File: src/bhp_pkg.sv
// shared types, constants and helper function of the bitstream header parser
`timescale 1ns / 1ps
package bhp_pkg;

    localparam int POSITION_BITS  = 32;
    localparam int LEN_BITS       = 32;
    localparam int MIN_LEN_BITS   = 16;
    localparam int OFFSET_BITS    = 32;
    localparam int CMP_BITS       = ((POSITION_BITS > LEN_BITS) ? POSITION_BITS : LEN_BITS) + 1;
    localparam int CFG_INDEX_BITS = 2;
    localparam int CFG_DATA_BITS  = 32;
    localparam int QUEUE_DEPTH    = 4;
    localparam int QUEUE_PTR_BITS = $clog2(QUEUE_DEPTH);
    localparam int MAGIC_LEN      = 13;
    localparam int MAGIC_IDX_BITS = $clog2(MAGIC_LEN);

    localparam logic [CFG_INDEX_BITS-1:0] CFG_IMAGE_LENGTH     = 2'd0;
    localparam logic [CFG_INDEX_BITS-1:0] CFG_MIN_IMAGE_LENGTH = 2'd1;

    localparam logic [MIN_LEN_BITS-1:0] MIN_LEN_RESET = 16'd4096;

    localparam logic [1:0] KIND_CHAR  = 2'd0;
    localparam logic [1:0] KIND_WARN  = 2'd1;
    localparam logic [1:0] KIND_SYNC  = 2'd2;
    localparam logic [1:0] KIND_ERROR = 2'd3;

    localparam logic [1:0] ERR_BAD_MAGIC      = 2'd0;
    localparam logic [1:0] ERR_TOO_SMALL      = 2'd1;
    localparam logic [1:0] ERR_NO_FILLER      = 2'd2;
    localparam logic [1:0] ERR_UNEXPECTED_END = 2'd3;

    localparam logic [7:0] BYTE_NUL      = 8'h00;
    localparam logic [7:0] BYTE_FILLER   = 8'hff;
    localparam logic [7:0] BYTE_SYNC     = 8'haa;
    localparam logic [7:0] BYTE_SYNC_END = 8'h99;
    localparam logic [7:0] CHAR_A        = 8'h61;
    localparam logic [7:0] CHAR_B        = 8'h62;
    localparam logic [7:0] CHAR_D        = 8'h64;
    localparam logic [7:0] CHAR_E        = 8'h65;
    localparam logic [7:0] CHAR_S        = 8'h73;
    localparam logic [7:0] CHAR_3        = 8'h33;

    typedef struct packed {
        logic [7:0]               data;
        logic [POSITION_BITS-1:0] pos;
        logic                     magic_ok;
        logic                     magic_last;
        logic                     too_small;
        logic                     pos_ge;
        logic                     prev_ge;
        logic                     next_ge;
    } t_item;

    typedef struct packed {
        logic [1:0]             kind;
        logic [1:0]             field_id;
        logic [7:0]             value;
        logic [1:0]             error_code;
        logic [OFFSET_BITS-1:0] sync_offset;
    } t_result;

    typedef struct packed {
        logic [QUEUE_PTR_BITS:0] count;
        logic                    full;
        logic                    empty;
    } t_queue_status;

    function automatic logic [7:0] magic_byte(input logic [MAGIC_IDX_BITS-1:0] idx);
        logic [7:0] b;
        case (idx)
            4'd0:    b = 8'h00;
            4'd1:    b = 8'h09;
            4'd2:    b = 8'h0f;
            4'd3:    b = 8'hf0;
            4'd4:    b = 8'h0f;
            4'd5:    b = 8'hf0;
            4'd6:    b = 8'h0f;
            4'd7:    b = 8'hf0;
            4'd8:    b = 8'h0f;
            4'd9:    b = 8'hf0;
            4'd10:   b = 8'h00;
            4'd11:   b = 8'h00;
            4'd12:   b = 8'h01;
            default: b = 8'h00;
        endcase
        return b;
    endfunction

endpackage

File: src/bhp_if.sv
// handshake channels of the bitstream header parser: bytes, results, config writes
`timescale 1ns / 1ps
interface bhp_byte_if;
    logic       valid;
    logic       ready;
    logic [7:0] data_byte;

    modport source (output valid, output data_byte, input ready);
    modport sink (input valid, input data_byte, output ready);
endinterface

interface bhp_result_if;
    logic                             valid;
    logic                             ready;
    logic [1:0]                       kind;
    logic [1:0]                       field_id;
    logic [7:0]                       value;
    logic [1:0]                       error_code;
    logic [bhp_pkg::OFFSET_BITS-1:0]  sync_offset;

    modport source (output valid, output kind, output field_id, output value,
                    output error_code, output sync_offset, input ready);
    modport sink (input valid, input kind, input field_id, input value,
                  input error_code, input sync_offset, output ready);
endinterface

interface bhp_cfg_if;
    logic                                valid;
    logic                                ready;
    logic [bhp_pkg::CFG_INDEX_BITS-1:0]  index;
    logic [bhp_pkg::CFG_DATA_BITS-1:0]   data;

    modport source (output valid, output index, output data, input ready);
    modport sink (input valid, input index, input data, output ready);
endinterface

File: src/bhp_front.sv
// front end: takes bytes, tags them with position and classifies them against config
`timescale 1ns / 1ps
module bhp_front (
    input  logic                   i_clk,
    input  logic                   i_rst_n,
    bhp_byte_if.sink               i_byte_ch,
    bhp_cfg_if.sink                i_cfg_ch,
    input  bhp_pkg::t_queue_status i_q_status,
    output logic                   o_push,
    output bhp_pkg::t_item         o_item
);
    import bhp_pkg::*;

    logic [POSITION_BITS-1:0] r_pos;
    logic [LEN_BITS-1:0]      r_image_length;
    logic [MIN_LEN_BITS-1:0]  r_min_length;
    logic [POSITION_BITS-1:0] w_prev_pos;
    logic [CMP_BITS-1:0]      w_len_ext;

    assign i_byte_ch.ready = !i_q_status.full;
    assign i_cfg_ch.ready  = 1'b1;
    assign o_push          = i_byte_ch.valid && !i_q_status.full;

    assign w_prev_pos = r_pos - POSITION_BITS'(1);
    assign w_len_ext  = CMP_BITS'(r_image_length);

    always_comb begin
        o_item.data       = i_byte_ch.data_byte;
        o_item.pos        = r_pos;
        o_item.magic_ok   = (r_pos < POSITION_BITS'(MAGIC_LEN)) &&
                            (i_byte_ch.data_byte == magic_byte(r_pos[MAGIC_IDX_BITS-1:0]));
        o_item.magic_last = (r_pos == POSITION_BITS'(MAGIC_LEN - 1));
        o_item.too_small  = (CMP_BITS'(r_image_length) < CMP_BITS'(r_min_length));
        o_item.pos_ge     = (CMP_BITS'(r_pos) >= w_len_ext);
        o_item.prev_ge    = (CMP_BITS'(w_prev_pos) >= w_len_ext);
        o_item.next_ge    = ((CMP_BITS'(r_pos) + CMP_BITS'(1)) >= w_len_ext);
    end

    always_ff @(posedge i_clk) begin
        if (!i_rst_n) begin
            r_pos          <= '0;
            r_image_length <= '0;
            r_min_length   <= MIN_LEN_RESET;
        end else begin
            if (o_push) begin
                r_pos <= r_pos + POSITION_BITS'(1);
            end
            if (i_cfg_ch.valid) begin
                case (i_cfg_ch.index)
                    CFG_IMAGE_LENGTH:     r_image_length <= LEN_BITS'(i_cfg_ch.data);
                    CFG_MIN_IMAGE_LENGTH: r_min_length   <= MIN_LEN_BITS'(i_cfg_ch.data);
                    default: begin
                    end
                endcase
            end
        end
    end

endmodule

File: src/bhp_queue.sv
// short queue of classified bytes between front end and parser
`timescale 1ns / 1ps
module bhp_queue (
    input  logic                   i_clk,
    input  logic                   i_rst_n,
    input  logic                   i_push,
    input  bhp_pkg::t_item         i_item,
    input  logic                   i_pop,
    output bhp_pkg::t_item         o_item,
    output bhp_pkg::t_queue_status o_status
);
    import bhp_pkg::*;

    t_item                   r_mem [QUEUE_DEPTH];
    logic [QUEUE_PTR_BITS-1:0] r_wr_ptr;
    logic [QUEUE_PTR_BITS-1:0] r_rd_ptr;
    logic [QUEUE_PTR_BITS:0]   r_count;

    assign o_item         = r_mem[r_rd_ptr];
    assign o_status.count = r_count;
    assign o_status.full  = (r_count == (QUEUE_PTR_BITS + 1)'(QUEUE_DEPTH));
    assign o_status.empty = (r_count == '0);

    always_ff @(posedge i_clk) begin
        if (i_push) begin
            r_mem[r_wr_ptr] <= i_item;
        end
    end

    always_ff @(posedge i_clk) begin
        if (!i_rst_n) begin
            r_wr_ptr <= '0;
            r_rd_ptr <= '0;
            r_count  <= '0;
        end else begin
            if (i_push) begin
                r_wr_ptr <= r_wr_ptr + QUEUE_PTR_BITS'(1);
            end
            if (i_pop) begin
                r_rd_ptr <= r_rd_ptr + QUEUE_PTR_BITS'(1);
            end
            case ({i_push, i_pop})
                2'b10:   r_count <= r_count + (QUEUE_PTR_BITS + 1)'(1);
                2'b01:   r_count <= r_count - (QUEUE_PTR_BITS + 1)'(1);
                default: r_count <= r_count;
            endcase
        end
    end

endmodule

File: src/bhp_back.sv
// back end: header parsing state machine and result output register
`timescale 1ns / 1ps
module bhp_back (
    input  logic                   i_clk,
    input  logic                   i_rst_n,
    input  bhp_pkg::t_queue_status i_q_status,
    input  bhp_pkg::t_item         i_item,
    output logic                   o_pop,
    bhp_result_if.source           o_result_ch
);
    import bhp_pkg::*;

    localparam logic [3:0] PH_MAGIC = 4'd0;
    localparam logic [3:0] PH_TYPE  = 4'd1;
    localparam logic [3:0] PH_NUL   = 4'd2;
    localparam logic [3:0] PH_LEN   = 4'd3;
    localparam logic [3:0] PH_STR   = 4'd4;
    localparam logic [3:0] PH_E1    = 4'd5;
    localparam logic [3:0] PH_E2    = 4'd6;
    localparam logic [3:0] PH_E3    = 4'd7;
    localparam logic [3:0] PH_SCAN  = 4'd8;
    localparam logic [3:0] PH_SYNC  = 4'd9;
    localparam logic [3:0] PH_DONE  = 4'd10;

    logic [3:0]  r_phase, n_phase;
    logic [7:0]  r_record_kind, n_record_kind;
    logic [7:0]  r_remaining, n_remaining;
    logic [15:0] r_window, n_window;
    logic [1:0]  r_flags, n_flags;

    logic        r_out_valid;
    t_result     r_out;

    logic        w_has;
    t_result     w_res;
    logic        w_dec_has;
    t_result     w_dec_res;
    logic [3:0]  w_dec_phase;
    logic [7:0]  w_field;

    function automatic t_result make_err(input logic [1:0] code);
        t_result res;
        res            = '0;
        res.kind       = KIND_ERROR;
        res.error_code = code;
        return res;
    endfunction

    function automatic t_result make_sync(input logic [POSITION_BITS-1:0] pos);
        t_result res;
        res             = '0;
        res.kind        = KIND_SYNC;
        res.sync_offset = OFFSET_BITS'(pos);
        return res;
    endfunction

    assign o_pop   = !i_q_status.empty && (!r_out_valid || o_result_ch.ready);
    assign w_field = r_record_kind - CHAR_A;

    // end of the sync word scan
    always_comb begin
        w_dec_has   = 1'b1;
        w_dec_res   = '0;
        w_dec_phase = PH_DONE;
        if (r_flags[1]) begin
            if (i_item.data != BYTE_FILLER) begin
                w_dec_res = make_err(ERR_NO_FILLER);
            end else if (i_item.next_ge) begin
                w_dec_res = make_err(ERR_UNEXPECTED_END);
            end else begin
                w_dec_has   = 1'b0;
                w_dec_phase = PH_SYNC;
            end
        end else if (r_window[15:8] != BYTE_FILLER) begin
            w_dec_res = make_err(ERR_NO_FILLER);
        end else if (i_item.prev_ge) begin
            w_dec_res = make_err(ERR_UNEXPECTED_END);
        end else if (r_window[7:0] == BYTE_SYNC) begin
            w_dec_res = make_sync(i_item.pos - POSITION_BITS'(1));
        end else if (i_item.pos_ge) begin
            w_dec_res = make_err(ERR_UNEXPECTED_END);
        end else if (i_item.data == BYTE_SYNC) begin
            w_dec_res = make_sync(i_item.pos);
        end else if (i_item.next_ge) begin
            w_dec_res = make_err(ERR_UNEXPECTED_END);
        end else begin
            w_dec_has   = 1'b0;
            w_dec_phase = PH_SYNC;
        end
    end

    always_comb begin
        n_phase       = r_phase;
        n_record_kind = r_record_kind;
        n_remaining   = r_remaining;
        n_flags       = r_flags;
        n_window      = {r_window[7:0], i_item.data};
        w_has         = 1'b0;
        w_res         = '0;
        case (r_phase)
            PH_MAGIC: begin
                if (!i_item.magic_ok) begin
                    w_has   = 1'b1;
                    w_res   = make_err(ERR_BAD_MAGIC);
                    n_phase = PH_DONE;
                end else if (i_item.magic_last) begin
                    if (i_item.too_small) begin
                        w_has   = 1'b1;
                        w_res   = make_err(ERR_TOO_SMALL);
                        n_phase = PH_DONE;
                    end else begin
                        n_phase = PH_TYPE;
                    end
                end
            end
            PH_TYPE: begin
                n_record_kind = i_item.data;
                if (i_item.data == CHAR_B) begin
                    n_flags = 2'b00;
                end
                n_phase = PH_NUL;
            end
            PH_NUL: begin
                n_phase = PH_LEN;
            end
            PH_LEN: begin
                n_remaining = i_item.data;
                if (r_record_kind >= CHAR_A && r_record_kind <= CHAR_D) begin
                    n_phase = (i_item.data != BYTE_NUL) ? PH_STR : PH_TYPE;
                end else if (r_record_kind == CHAR_E) begin
                    n_phase = PH_E1;
                end else begin
                    w_has       = 1'b1;
                    w_res.kind  = KIND_WARN;
                    w_res.value = r_record_kind;
                    n_phase     = PH_TYPE;
                end
            end
            PH_STR: begin
                if (i_item.data == BYTE_NUL) begin
                    n_phase = PH_TYPE;
                end else begin
                    w_has          = 1'b1;
                    w_res.kind     = KIND_CHAR;
                    w_res.field_id = w_field[1:0];
                    w_res.value    = i_item.data;
                    if (r_record_kind == CHAR_B) begin
                        n_flags[1] = r_flags[1] || (r_flags[0] && i_item.data == CHAR_S);
                        n_flags[0] = (i_item.data == CHAR_3);
                    end
                    n_remaining = r_remaining - 8'd1;
                    if (r_remaining == 8'd1) begin
                        n_phase = PH_TYPE;
                    end
                end
            end
            PH_E1: begin
                n_phase = PH_E2;
            end
            PH_E2: begin
                n_phase = PH_E3;
            end
            PH_E3: begin
                if (r_remaining == 8'd0) begin
                    w_has   = w_dec_has;
                    w_res   = w_dec_res;
                    n_phase = w_dec_phase;
                end else begin
                    n_phase = PH_SCAN;
                end
            end
            PH_SCAN: begin
                if (r_remaining <= 8'd1 ||
                    (r_window == {BYTE_FILLER, BYTE_SYNC} && i_item.data == BYTE_SYNC_END)) begin
                    w_has   = w_dec_has;
                    w_res   = w_dec_res;
                    n_phase = w_dec_phase;
                end else begin
                    n_remaining = r_remaining - 8'd1;
                end
            end
            PH_SYNC: begin
                if (i_item.data == BYTE_SYNC) begin
                    w_has   = 1'b1;
                    w_res   = make_sync(i_item.pos);
                    n_phase = PH_DONE;
                end else if (i_item.next_ge) begin
                    w_has   = 1'b1;
                    w_res   = make_err(ERR_UNEXPECTED_END);
                    n_phase = PH_DONE;
                end
            end
            default: begin
                n_phase = PH_DONE;
            end
        endcase
    end

    always_ff @(posedge i_clk) begin
        if (!i_rst_n) begin
            r_phase       <= PH_MAGIC;
            r_record_kind <= '0;
            r_remaining   <= '0;
            r_window      <= '0;
            r_flags       <= '0;
            r_out_valid   <= 1'b0;
        end else begin
            if (o_pop) begin
                r_phase       <= n_phase;
                r_record_kind <= n_record_kind;
                r_remaining   <= n_remaining;
                r_window      <= n_window;
                r_flags       <= n_flags;
                r_out_valid   <= w_has;
            end else if (o_result_ch.ready) begin
                r_out_valid <= 1'b0;
            end
        end
    end

    always_ff @(posedge i_clk) begin
        if (o_pop && w_has) begin
            r_out <= w_res;
        end
    end

    assign o_result_ch.valid       = r_out_valid;
    assign o_result_ch.kind        = r_out.kind;
    assign o_result_ch.field_id    = r_out.field_id;
    assign o_result_ch.value       = r_out.value;
    assign o_result_ch.error_code  = r_out.error_code;
    assign o_result_ch.sync_offset = r_out.sync_offset;

endmodule

File: src/bitstream_header_parser_top.sv
// top level of the bitstream header parser
// i_byte_ch takes the configuration image one byte per word, in file order.
// o_result_ch gives at most one word per byte: a string character with its
// field id, an unknown record warning, the sync offset, or an error code.
// i_cfg_ch writes image_length (index 0) and min_image_length (index 1);
// it is always ready; the user must write it only while no byte is in flight, the block does not enforce this.
// an accepted byte is written into the queue; the parser takes it from the queue
// head when the output register is free, and its result is registered there.
// throughput is one byte per cycle while the queue holds bytes and the receiver does not stall.
// a four-word queue sits between the byte classifier and the parser, so a
// stalled receiver first fills the output register, then the queue, and only
// then drops i_byte_ch.ready; nothing is lost or repeated under stalls.
// after a sync result or an error every further byte is consumed silently.
// reset (synchronous, active low) returns to the magic check at position zero,
// sets image_length to 0 and min_image_length to 4096, and empties the queue.
`timescale 1ns / 1ps
module bitstream_header_parser_top (
    input  logic         i_clk,
    input  logic         i_rst_n,
    bhp_byte_if.sink     i_byte_ch,
    bhp_cfg_if.sink      i_cfg_ch,
    bhp_result_if.source o_result_ch
);
    import bhp_pkg::*;

    t_queue_status w_q_status;
    t_item         w_push_item;
    t_item         w_head_item;
    logic          w_push;
    logic          w_pop;

    bhp_front u_front (
        .i_clk      (i_clk),
        .i_rst_n    (i_rst_n),
        .i_byte_ch  (i_byte_ch),
        .i_cfg_ch   (i_cfg_ch),
        .i_q_status (w_q_status),
        .o_push     (w_push),
        .o_item     (w_push_item)
    );

    bhp_queue u_queue (
        .i_clk    (i_clk),
        .i_rst_n  (i_rst_n),
        .i_push   (w_push),
        .i_item   (w_push_item),
        .i_pop    (w_pop),
        .o_item   (w_head_item),
        .o_status (w_q_status)
    );

    bhp_back u_back (
        .i_clk       (i_clk),
        .i_rst_n     (i_rst_n),
        .i_q_status  (w_q_status),
        .i_item      (w_head_item),
        .o_pop       (w_pop),
        .o_result_ch (o_result_ch)
    );

`ifndef SYNTHESIS
    a_queue_bound: assert property (@(posedge i_clk) disable iff (!i_rst_n)
        w_q_status.count <= (QUEUE_PTR_BITS + 1)'(QUEUE_DEPTH))
        else $error("queue count above depth");

    a_ready_only_when_full: assert property (@(posedge i_clk) disable iff (!i_rst_n)
        !i_byte_ch.ready |-> w_q_status.full)
        else $error("byte channel stalled with room in queue");

    a_terminal_last: assert property (@(posedge i_clk) disable iff (!i_rst_n)
        (o_result_ch.valid && o_result_ch.ready &&
         (o_result_ch.kind == KIND_ERROR || o_result_ch.kind == KIND_SYNC))
        |=> !o_result_ch.valid)
        else $error("result after terminal word");

    a_field_only_chars: assert property (@(posedge i_clk) disable iff (!i_rst_n)
        (o_result_ch.valid && o_result_ch.kind != KIND_CHAR) |-> o_result_ch.field_id == 2'd0)
        else $error("field id set on non-character word");
`endif

endmodule
File: src/flat_wrapper.sv
// flat-port wrapper written by rule: the top's interface ports become plain ports
module bitstream_header_parser_top_flat import bhp_pkg::*;
  (i_clk, i_rst_n, i_byte_ch_valid, i_byte_ch_data_byte, i_byte_ch_ready, i_cfg_ch_valid, i_cfg_ch_index, i_cfg_ch_data, i_cfg_ch_ready, o_result_ch_valid, o_result_ch_kind, o_result_ch_field_id, o_result_ch_value, o_result_ch_error_code, o_result_ch_sync_offset, o_result_ch_ready);
  bhp_byte_if i_byte_ch_i ();
  bhp_cfg_if i_cfg_ch_i ();
  bhp_result_if o_result_ch_i ();
  input  logic i_clk;
  input  logic i_rst_n;
  input wire logic [$bits(i_byte_ch_i.valid)-1:0] i_byte_ch_valid;
  input wire logic [$bits(i_byte_ch_i.data_byte)-1:0] i_byte_ch_data_byte;
  output wire logic [$bits(i_byte_ch_i.ready)-1:0] i_byte_ch_ready;
  input wire logic [$bits(i_cfg_ch_i.valid)-1:0] i_cfg_ch_valid;
  input wire logic [$bits(i_cfg_ch_i.index)-1:0] i_cfg_ch_index;
  input wire logic [$bits(i_cfg_ch_i.data)-1:0] i_cfg_ch_data;
  output wire logic [$bits(i_cfg_ch_i.ready)-1:0] i_cfg_ch_ready;
  output wire logic [$bits(o_result_ch_i.valid)-1:0] o_result_ch_valid;
  output wire logic [$bits(o_result_ch_i.kind)-1:0] o_result_ch_kind;
  output wire logic [$bits(o_result_ch_i.field_id)-1:0] o_result_ch_field_id;
  output wire logic [$bits(o_result_ch_i.value)-1:0] o_result_ch_value;
  output wire logic [$bits(o_result_ch_i.error_code)-1:0] o_result_ch_error_code;
  output wire logic [$bits(o_result_ch_i.sync_offset)-1:0] o_result_ch_sync_offset;
  input wire logic [$bits(o_result_ch_i.ready)-1:0] o_result_ch_ready;
  assign i_byte_ch_i.valid = i_byte_ch_valid;
  assign i_byte_ch_i.data_byte = i_byte_ch_data_byte;
  assign i_byte_ch_ready = i_byte_ch_i.ready;
  assign i_cfg_ch_i.valid = i_cfg_ch_valid;
  assign i_cfg_ch_i.index = i_cfg_ch_index;
  assign i_cfg_ch_i.data = i_cfg_ch_data;
  assign i_cfg_ch_ready = i_cfg_ch_i.ready;
  assign o_result_ch_valid = o_result_ch_i.valid;
  assign o_result_ch_kind = o_result_ch_i.kind;
  assign o_result_ch_field_id = o_result_ch_i.field_id;
  assign o_result_ch_value = o_result_ch_i.value;
  assign o_result_ch_error_code = o_result_ch_i.error_code;
  assign o_result_ch_sync_offset = o_result_ch_i.sync_offset;
  assign o_result_ch_i.ready = o_result_ch_ready;
  bitstream_header_parser_top u_core (.i_clk(i_clk), .i_rst_n(i_rst_n), .i_byte_ch(i_byte_ch_i), .i_cfg_ch(i_cfg_ch_i), .o_result_ch(o_result_ch_i));
endmodule
File: config.mk
export PLATFORM = sky130hd
export DESIGN_NAME = bitstream_header_parser_top_flat
export DESIGN_NICKNAME = d
export VERILOG_FILES = /design/src/bhp_pkg.sv /design/src/bhp_if.sv /design/src/bhp_front.sv /design/src/bhp_queue.sv /design/src/bhp_back.sv /design/src/bitstream_header_parser_top.sv /design/src/flat_wrapper.sv
export SDC_FILE = /design/constraint.sdc
export NUM_CORES = 1
export LEC_CHECK = 0
export ABC_CLOCK_PERIOD_IN_PS = 6400
export BUFFER_PORTS_ARGS = -buffer_cell sky130_fd_sc_hd__buf_2
export CORE_ASPECT_RATIO = 1.5
export CORE_MARGIN = 1.5
export CORE_UTILIZATION = 45
export CTS_CLUSTER_DIAMETER = 80
export DETAILED_ROUTE_END_ITERATION = 8
export PLACE_DENSITY = 0.6
export RECOVER_POWER = 100
export SYNTH_ARGS = -nofsm -noshare
export SYNTH_HDL_FRONTEND = slang
export SYNTH_HIERARCHICAL = 1
export SYNTH_SLANG_ARGS = --single-unit
File: constraint.sdc
create_clock -name i_clk -period 6.4 [get_ports i_clk]
set_input_delay 0.96 -clock i_clk [delete_from_list [all_inputs] [get_ports i_clk]]
set_output_delay 0.96 -clock i_clk [all_outputs]
set_load 0.01 [all_outputs]
# Word level (Yosys, flattened, before mapping)
# Memory sizes are Yosys's and may differ from the RTL's. A register that Yosys moved wholly into a read port is not among the register bits.
# Index checks and enable logic that the tools add are counted.
# Widths: inputs -> output; s select.
[word_totals]
mem_bits_ro = 128
ram_bits = 184
memories = 2
reg_bits = 172
[classes]
reduce_logical = 29
n_addsub = 10
eq_ne = 35
muxes = 76
n_lt_le_gt_ge = 8
[memory_table]
columns = ["memory", "depth", "word_bits", "rd", "rd_clocked_by_memory_dff", "write_ports", "line", "text"]
rows = [
  ["u_core.u_queue.r_mem", 4, 46, 1, 1, 1, "bhp_queue.sv:14", "t_item r_mem [QUEUE_DEPTH];"],
  ["(no name shown)", 16, 8, 1, 1, 0, "bhp_pkg.sv:70", "case (idx)"],
]
[op_table]
columns = ["operator", "n"]
rows = [
  ["$mux 46", 13],
  ["$pmux 34 s4", 1],
  ["$mux 4", 18],
  ["$ge 32x32->1", 2],
  ["$sub 32x1->32 const B", 2],
  ["$pmux 8 s6", 1],
  ["$pmux 4 s10", 1],
  ["$add 32x1->33 const B", 1],
  ["$ge 33x32->1", 1],
  ["$add 32x1->32 const B", 1],
  ["$eq 32x4->1 const B", 1],
  ["$eq 8x7->1 const B", 4],
  ["$lt 32x16->1", 1],
  ["$lt 32x4->1 const B", 1],
  ["$mux 8", 4],
  ["$eq 8x8->1 const B", 3],
  ["$pmux 8 s3", 1],
  ["$mux 1", 22],
  ["$eq 16x16->1 const B", 1],
  ["$eq 4x3->1 const B", 4],
  ["$logic_not 8->1", 2],
  ["$ne 8x8->1 const B", 2],
  ["$mux 2", 7],
  ["$pmux 2 s6", 1],
  ["other kinds (37)", 63],
]

# Depth between registers and ports, before layout
[depth]
word_depth = 10
ltp_mapped = 15

# Hierarchy
# The synthesis kept the hierarchy.
[by_module_without_submodules]
columns = ["mod", "area_each_um2", "cells_per_inst", "instances"]
rows = [
  ["bhp_front", 7168.1, 934, 1],
  ["bhp_queue", 7150.6, 286, 1],
  ["bhp_back", 5210.0, 619, 1],
]

# Worst setup path before layout
# Ideal clock, no wire load.
[synth_path]
path_type = "reg-to-reg"
start = "register with a tool-made name"
end = "register u_core.u_back.r_out, in the netlist u_core/u_back/o_result_ch.error_code[0] (enable)"
path_slack_ps = 1672
path_buffers = 3
synth_period_minus_slack_ps = 4728
path_stages_with_launch = 10
t_arrival_ps = 4274
t_required_ps = 5945
setup_time_ps = 455
cell_sequence = "dfxtp_1 -> buf_6 -> buf_12 -> mux4_2 -> clkbuf_1 -> nor4bb_1 -> nand4_1 -> o21ai_0 -> nand3_1 -> a221oi_2"
[synth_rtl]
columns = ["item", "line", "text"]
rows = [
  ["end signal: assignment", "bhp_back.sv:223", "r_out <= w_res;"],
  ["end: declaration", "bhp_back.sv:32", "t_result r_out;"],
]

==> results.toml <==
[routing]
via_count = 13909
number_of_drc_violations_after_detailed_routing_iteration_0 = 846
dr.pass1.iters = 6
routed_wl_um = 45600
dr.max_layer_used = "met4"
wl_met3_um = 1520
ant_nets = 0
route.detailed.wl_per_inst_um = 18.4
routedLengthMet1_um = 18600
detail_route.vias_per_cell = 5.61
remaining_drc_errors = 0
length_of_routed_met2_wiring_um = 23600

[logic_synthesis]
ys.flop_type = "sky130_fd_sc_hd__edfxtp_1"
combinational_family_with_the_most_area_after_synthesis = "simple AND/OR/NAND/NOR gates"
synth_edf_count = 230
synth.yosys.seq_area_share_pct = 48.9
synth.cell_area_mm2 = 0.0195
synth_top_area_cell = "sky130_fd_sc_hd__edfxtp_1"
synthAdderAreaFrac_pct = 8.30
yosys-top-cells-area = "sky130_fd_sc_hd__edfxtp_1 (35%), sky130_fd_sc_hd__dfxtp_1 (14%), sky130_fd_sc_hd__ha_1 (8.2%)"
yosysWarningCount = 6
synthesis.area_per_instance_um2 = 10.6
postSynth.asyncResetShare_pct = 0
synth_largest_type_area_fraction_pct = 35.4
ys_seq_elements = 362
synth_cells = 1839
synth_cell_types = 88
muxShareOfSynthArea_pct = 6.09
synth.net_count = 2015
synth_compound_gate_area_share_pct = 12.1
synth-simple-area-share_pct = 16.4
yosys.area_share.xor_xnor_pct = 3.86

[floorplanning]
design.portCount = 96
floorplan.initialDensity_pct = 45.5
floorplan.die.height_um = 258
rows = 93
die_area_mm2 = 0.0447
core_region_area_mm2 = 0.0429
die_x_um = 173

[critical_path]
cells_along_the_critical_path = "clkbuf_2 -> mux4_2 -> nor4_1 -> nand3_1 -> or3_1 -> nor4_1 -> o21ai_0 -> a31o_1"
critical_path_class = "flop to flop"
crit_path_max_fanout = 36
worst_setup_path_end_kind = "flop"
worstReg2RegEnd = "u_core/u_back/o_result_ch.sync_offset[26]"
cp_num_buf_inv = 1
ff2ff_path_depth = 8
timing.critical_path.max_delay_family = "simple AND/OR/NAND/NOR gates"
critical_path.startpoint_type = "flop"
cpMaxStageDelayCell = "sky130_fd_sc_hd__clkbuf_2"
reg_to_reg_slack_setup_ps = 1360
critical-path-top-cell-by-count = "sky130_fd_sc_hd__nor4_1"
crit_required_ps = 6680
wp_data_arrival_ps = 5320
cpPeakStageDelay_ps = 1120

[global_route]
antenna_found_initial = 0
number_of_global_route_vias_before_repair = 13820
grt_use_total_pct = 20.5
grt_start_max_net_pins = 62
wire_length_of_the_first_global_routing_pass_um = 73300
grt.overflow.total = 0

[worst_hold_path]
min_path_type = "flop to flop"
worst_hold_path.endpoint = "u_core/u_front/r_min_length[8]"
timing.hold.worst.start = "u_core/u_front/r_min_length[8]"
worstHoldPathCells = 2

[clock_network]
hold_buf_count_cts = 0
clock-sinks = 362
clock_slew_at_the_register_clock_pins_of_the_worst_setup_and_hold_paths_ps = 60
clock_latency_ps = 550
post_cts.repair.setup_buffers = 0
cts-htree-levels = 2
postCtsResizedCells = 0
cts.path.max_buffers = 3
root_buffer = "sky130_fd_sc_hd__clkbuf_16"
cts-buffers-inserted = 38
clock_tree_from_tritoncts = "yes"

[power_and_ir_drop]
power.ir.vdd_worst_uv = 180
p_leak_nw = 7.61
power-per-cell-area_mw_per_mm2 = 341

[sta]
hold_viol = 0
setup_viol = 0
maxClockFrequency_ghz = 0.198
worst_case_headroom_to_the_max_slew_limit_pct = -91.5
final.period_utilization_pct = 78.8
slew_violations = 274
rsz0062_at_grt = "no"
worst_clock_skew_ps = 26.8
final.setup.tns_ps = 0
timing_worst_slew_pin_value_ps = 2870
final.min_clock_period_ps = 5040

[final_layout]
layout-area-overhead-vs-synth_pct = 9.69
num_antenna_cells = 0
finish.cell_count_without_fillers = 2480
layout.cells.most_common = "sky130_fd_sc_hd__nand2_1"
layout_cells_sized_above_1_pct = 9.74
most-common-layout-cells = "sky130_fd_sc_hd__nand2_1 (231), sky130_fd_sc_hd__edfxtp_1 (230), sky130_fd_sc_hd__dfxtp_1 (131)"
final_nets = 2057

[place]
port-buffer-count = 94
hpwlAfterDp_um = 33100
numPlacedInstances = 2411
gpl.final_weighted_congestion = 0.896

[flow_run]
cap_violations = 6

[outcome]
violated_checks = "capacitance limit, slew limit"
status = "finished, violations left"
registers in the layout, indices dropped and copies added, names as in the netlist, named ones only:
name and flops:
u_core/u_back/r_phase 4, u_core/u_front/r_pos 32, u_core/u_back/o_result_ch.sync_offset 32, u_core/u_back/r_flags 2, u_core/u_back/r_record_kind 8, u_core/u_back/o_result_ch.kind 2
u_core/u_queue/r_count 3, u_core/u_back/r_window 16, u_core/u_front/r_min_length 16, u_core/u_queue/r_wr_ptr 2, u_core/u_back/o_result_ch.error_code 2, u_core/u_queue/r_mem 184
u_core/u_back/o_result_ch.field_id 2, u_core/u_queue/r_rd_ptr 2, u_core/u_back/o_result_ch.valid 1, u_core/u_back/o_result_ch.value 8, u_core/u_front/r_image_length 32, u_core/u_back/r_remaining 8
stage by stage:
stage	setup WS, ps	util (%)	total power [mW]	hold slack [ps]	cell area [um^2]
4_1_cts	2010	50.2	7.39	456	21500
6_report	1360	49.9	7.30	453	21400
3_3_place_gp	2020	47.4	5.24	444	20300
5_1_grt	849	49.9	7.71	474	21400
3_5_place_dp	2040	47.4	5.28	447	20300
2_1_floorplan	1670	-	4.66	436	19500
layout make-up:
| cell class | count | area (um^2) |
|---|---|---|
| timing repair buffer | 115 | 522 |
| fill | 3907 | 21500 |
| multi-input combinational | 1280 | 9120 |
| clock buffer | 45 | 1010 |
| inverter | 84 | 315 |
| tap | 570 | 713 |
| sequential | 362 | 9550 |
| clock inverter | 24 | 196 |
cells by family (layout without fill, tap and decap cells):
logic type | count (synthesis) | count (layout)
flip-flops | 362 | 362
buffers and inverters | 197 | 268
AO/OA/AOI/OAI | 366 | 366
multiplexers | 59 | 59
AND/OR/NAND/NOR | 639 | 639
XOR/XNOR | 86 | 86
other | 1 | 1
adder cells (fa/ha/maj) | 129 | 129
per-layer routing:
layer  track usage [%]  up-vias
li1                  -     6874
met1              23.8     6656
met2              37.7      288
met3              2.52       91
met4              9.08        0
met5                 0        -
worst register-to-register path, cell delays in order, from the launching register on:
cell                       delay [ps]
sky130_fd_sc_hd__dfxtp_1          760
sky130_fd_sc_hd__clkbuf_2        1130
sky130_fd_sc_hd__mux4_2           720
sky130_fd_sc_hd__nor4_1           570
sky130_fd_sc_hd__nand3_1          490
sky130_fd_sc_hd__or3_1            490
sky130_fd_sc_hd__nor4_1           250
sky130_fd_sc_hd__o21ai_0          130
sky130_fd_sc_hd__a31o_1           240
worst max-delay path by stage:
stage                              from                                   endpoint  slack [ps]  cells past startpoint
2_1_floorplan                      flop    u_core/u_back/o_result_ch.error_code[0]        1670                      9
3_3_place_gp   u_core/u_front/r_pos[10]                 u_core/u_queue/r_mem[0][1]        2020                     11
3_5_place_dp   u_core/u_front/r_pos[10]                 u_core/u_queue/r_mem[2][0]        2040                     11
4_1_cts        u_core/u_front/r_pos[10]                 u_core/u_queue/r_mem[0][0]        2010                     11
5_1_grt                            flop  u_core/u_back/o_result_ch.sync_offset[28]         850                      8
6_report                           flop  u_core/u_back/o_result_ch.sync_offset[26]        1360                      8
power by group:
part,internal [mW],switching (mW)
logic,0.793,1.36
registers,2.88,0.162
clock network,1.18,0.917
cells in the mapped netlist (18+ instances only):
| library cell | number |
|---|---|
| sky130_fd_sc_hd__or4_1 | 19 |
| sky130_fd_sc_hd__nand4_1 | 36 |
| sky130_fd_sc_hd__nor4_1 | 29 |
| sky130_fd_sc_hd__a21oi_1 | 115 |
| sky130_fd_sc_hd__dfxtp_1 | 132 |
| sky130_fd_sc_hd__clkbuf_1 | 82 |
| sky130_fd_sc_hd__xnor2_1 | 46 |
| sky130_fd_sc_hd__nor2_1 | 105 |
| sky130_fd_sc_hd__inv_1 | 82 |
| sky130_fd_sc_hd__nor2b_1 | 18 |
| sky130_fd_sc_hd__a21boi_0 | 20 |
| sky130_fd_sc_hd__mux4_2 | 40 |
| sky130_fd_sc_hd__nand2_1 | 231 |
| sky130_fd_sc_hd__nor3_1 | 44 |
| sky130_fd_sc_hd__o21ai_0 | 76 |
| sky130_fd_sc_hd__xor2_1 | 40 |
| sky130_fd_sc_hd__edfxtp_1 | 230 |
| sky130_fd_sc_hd__ha_1 | 128 |
| sky130_fd_sc_hd__nand3_1 | 47 |
(Power assumes the default switching activity.)
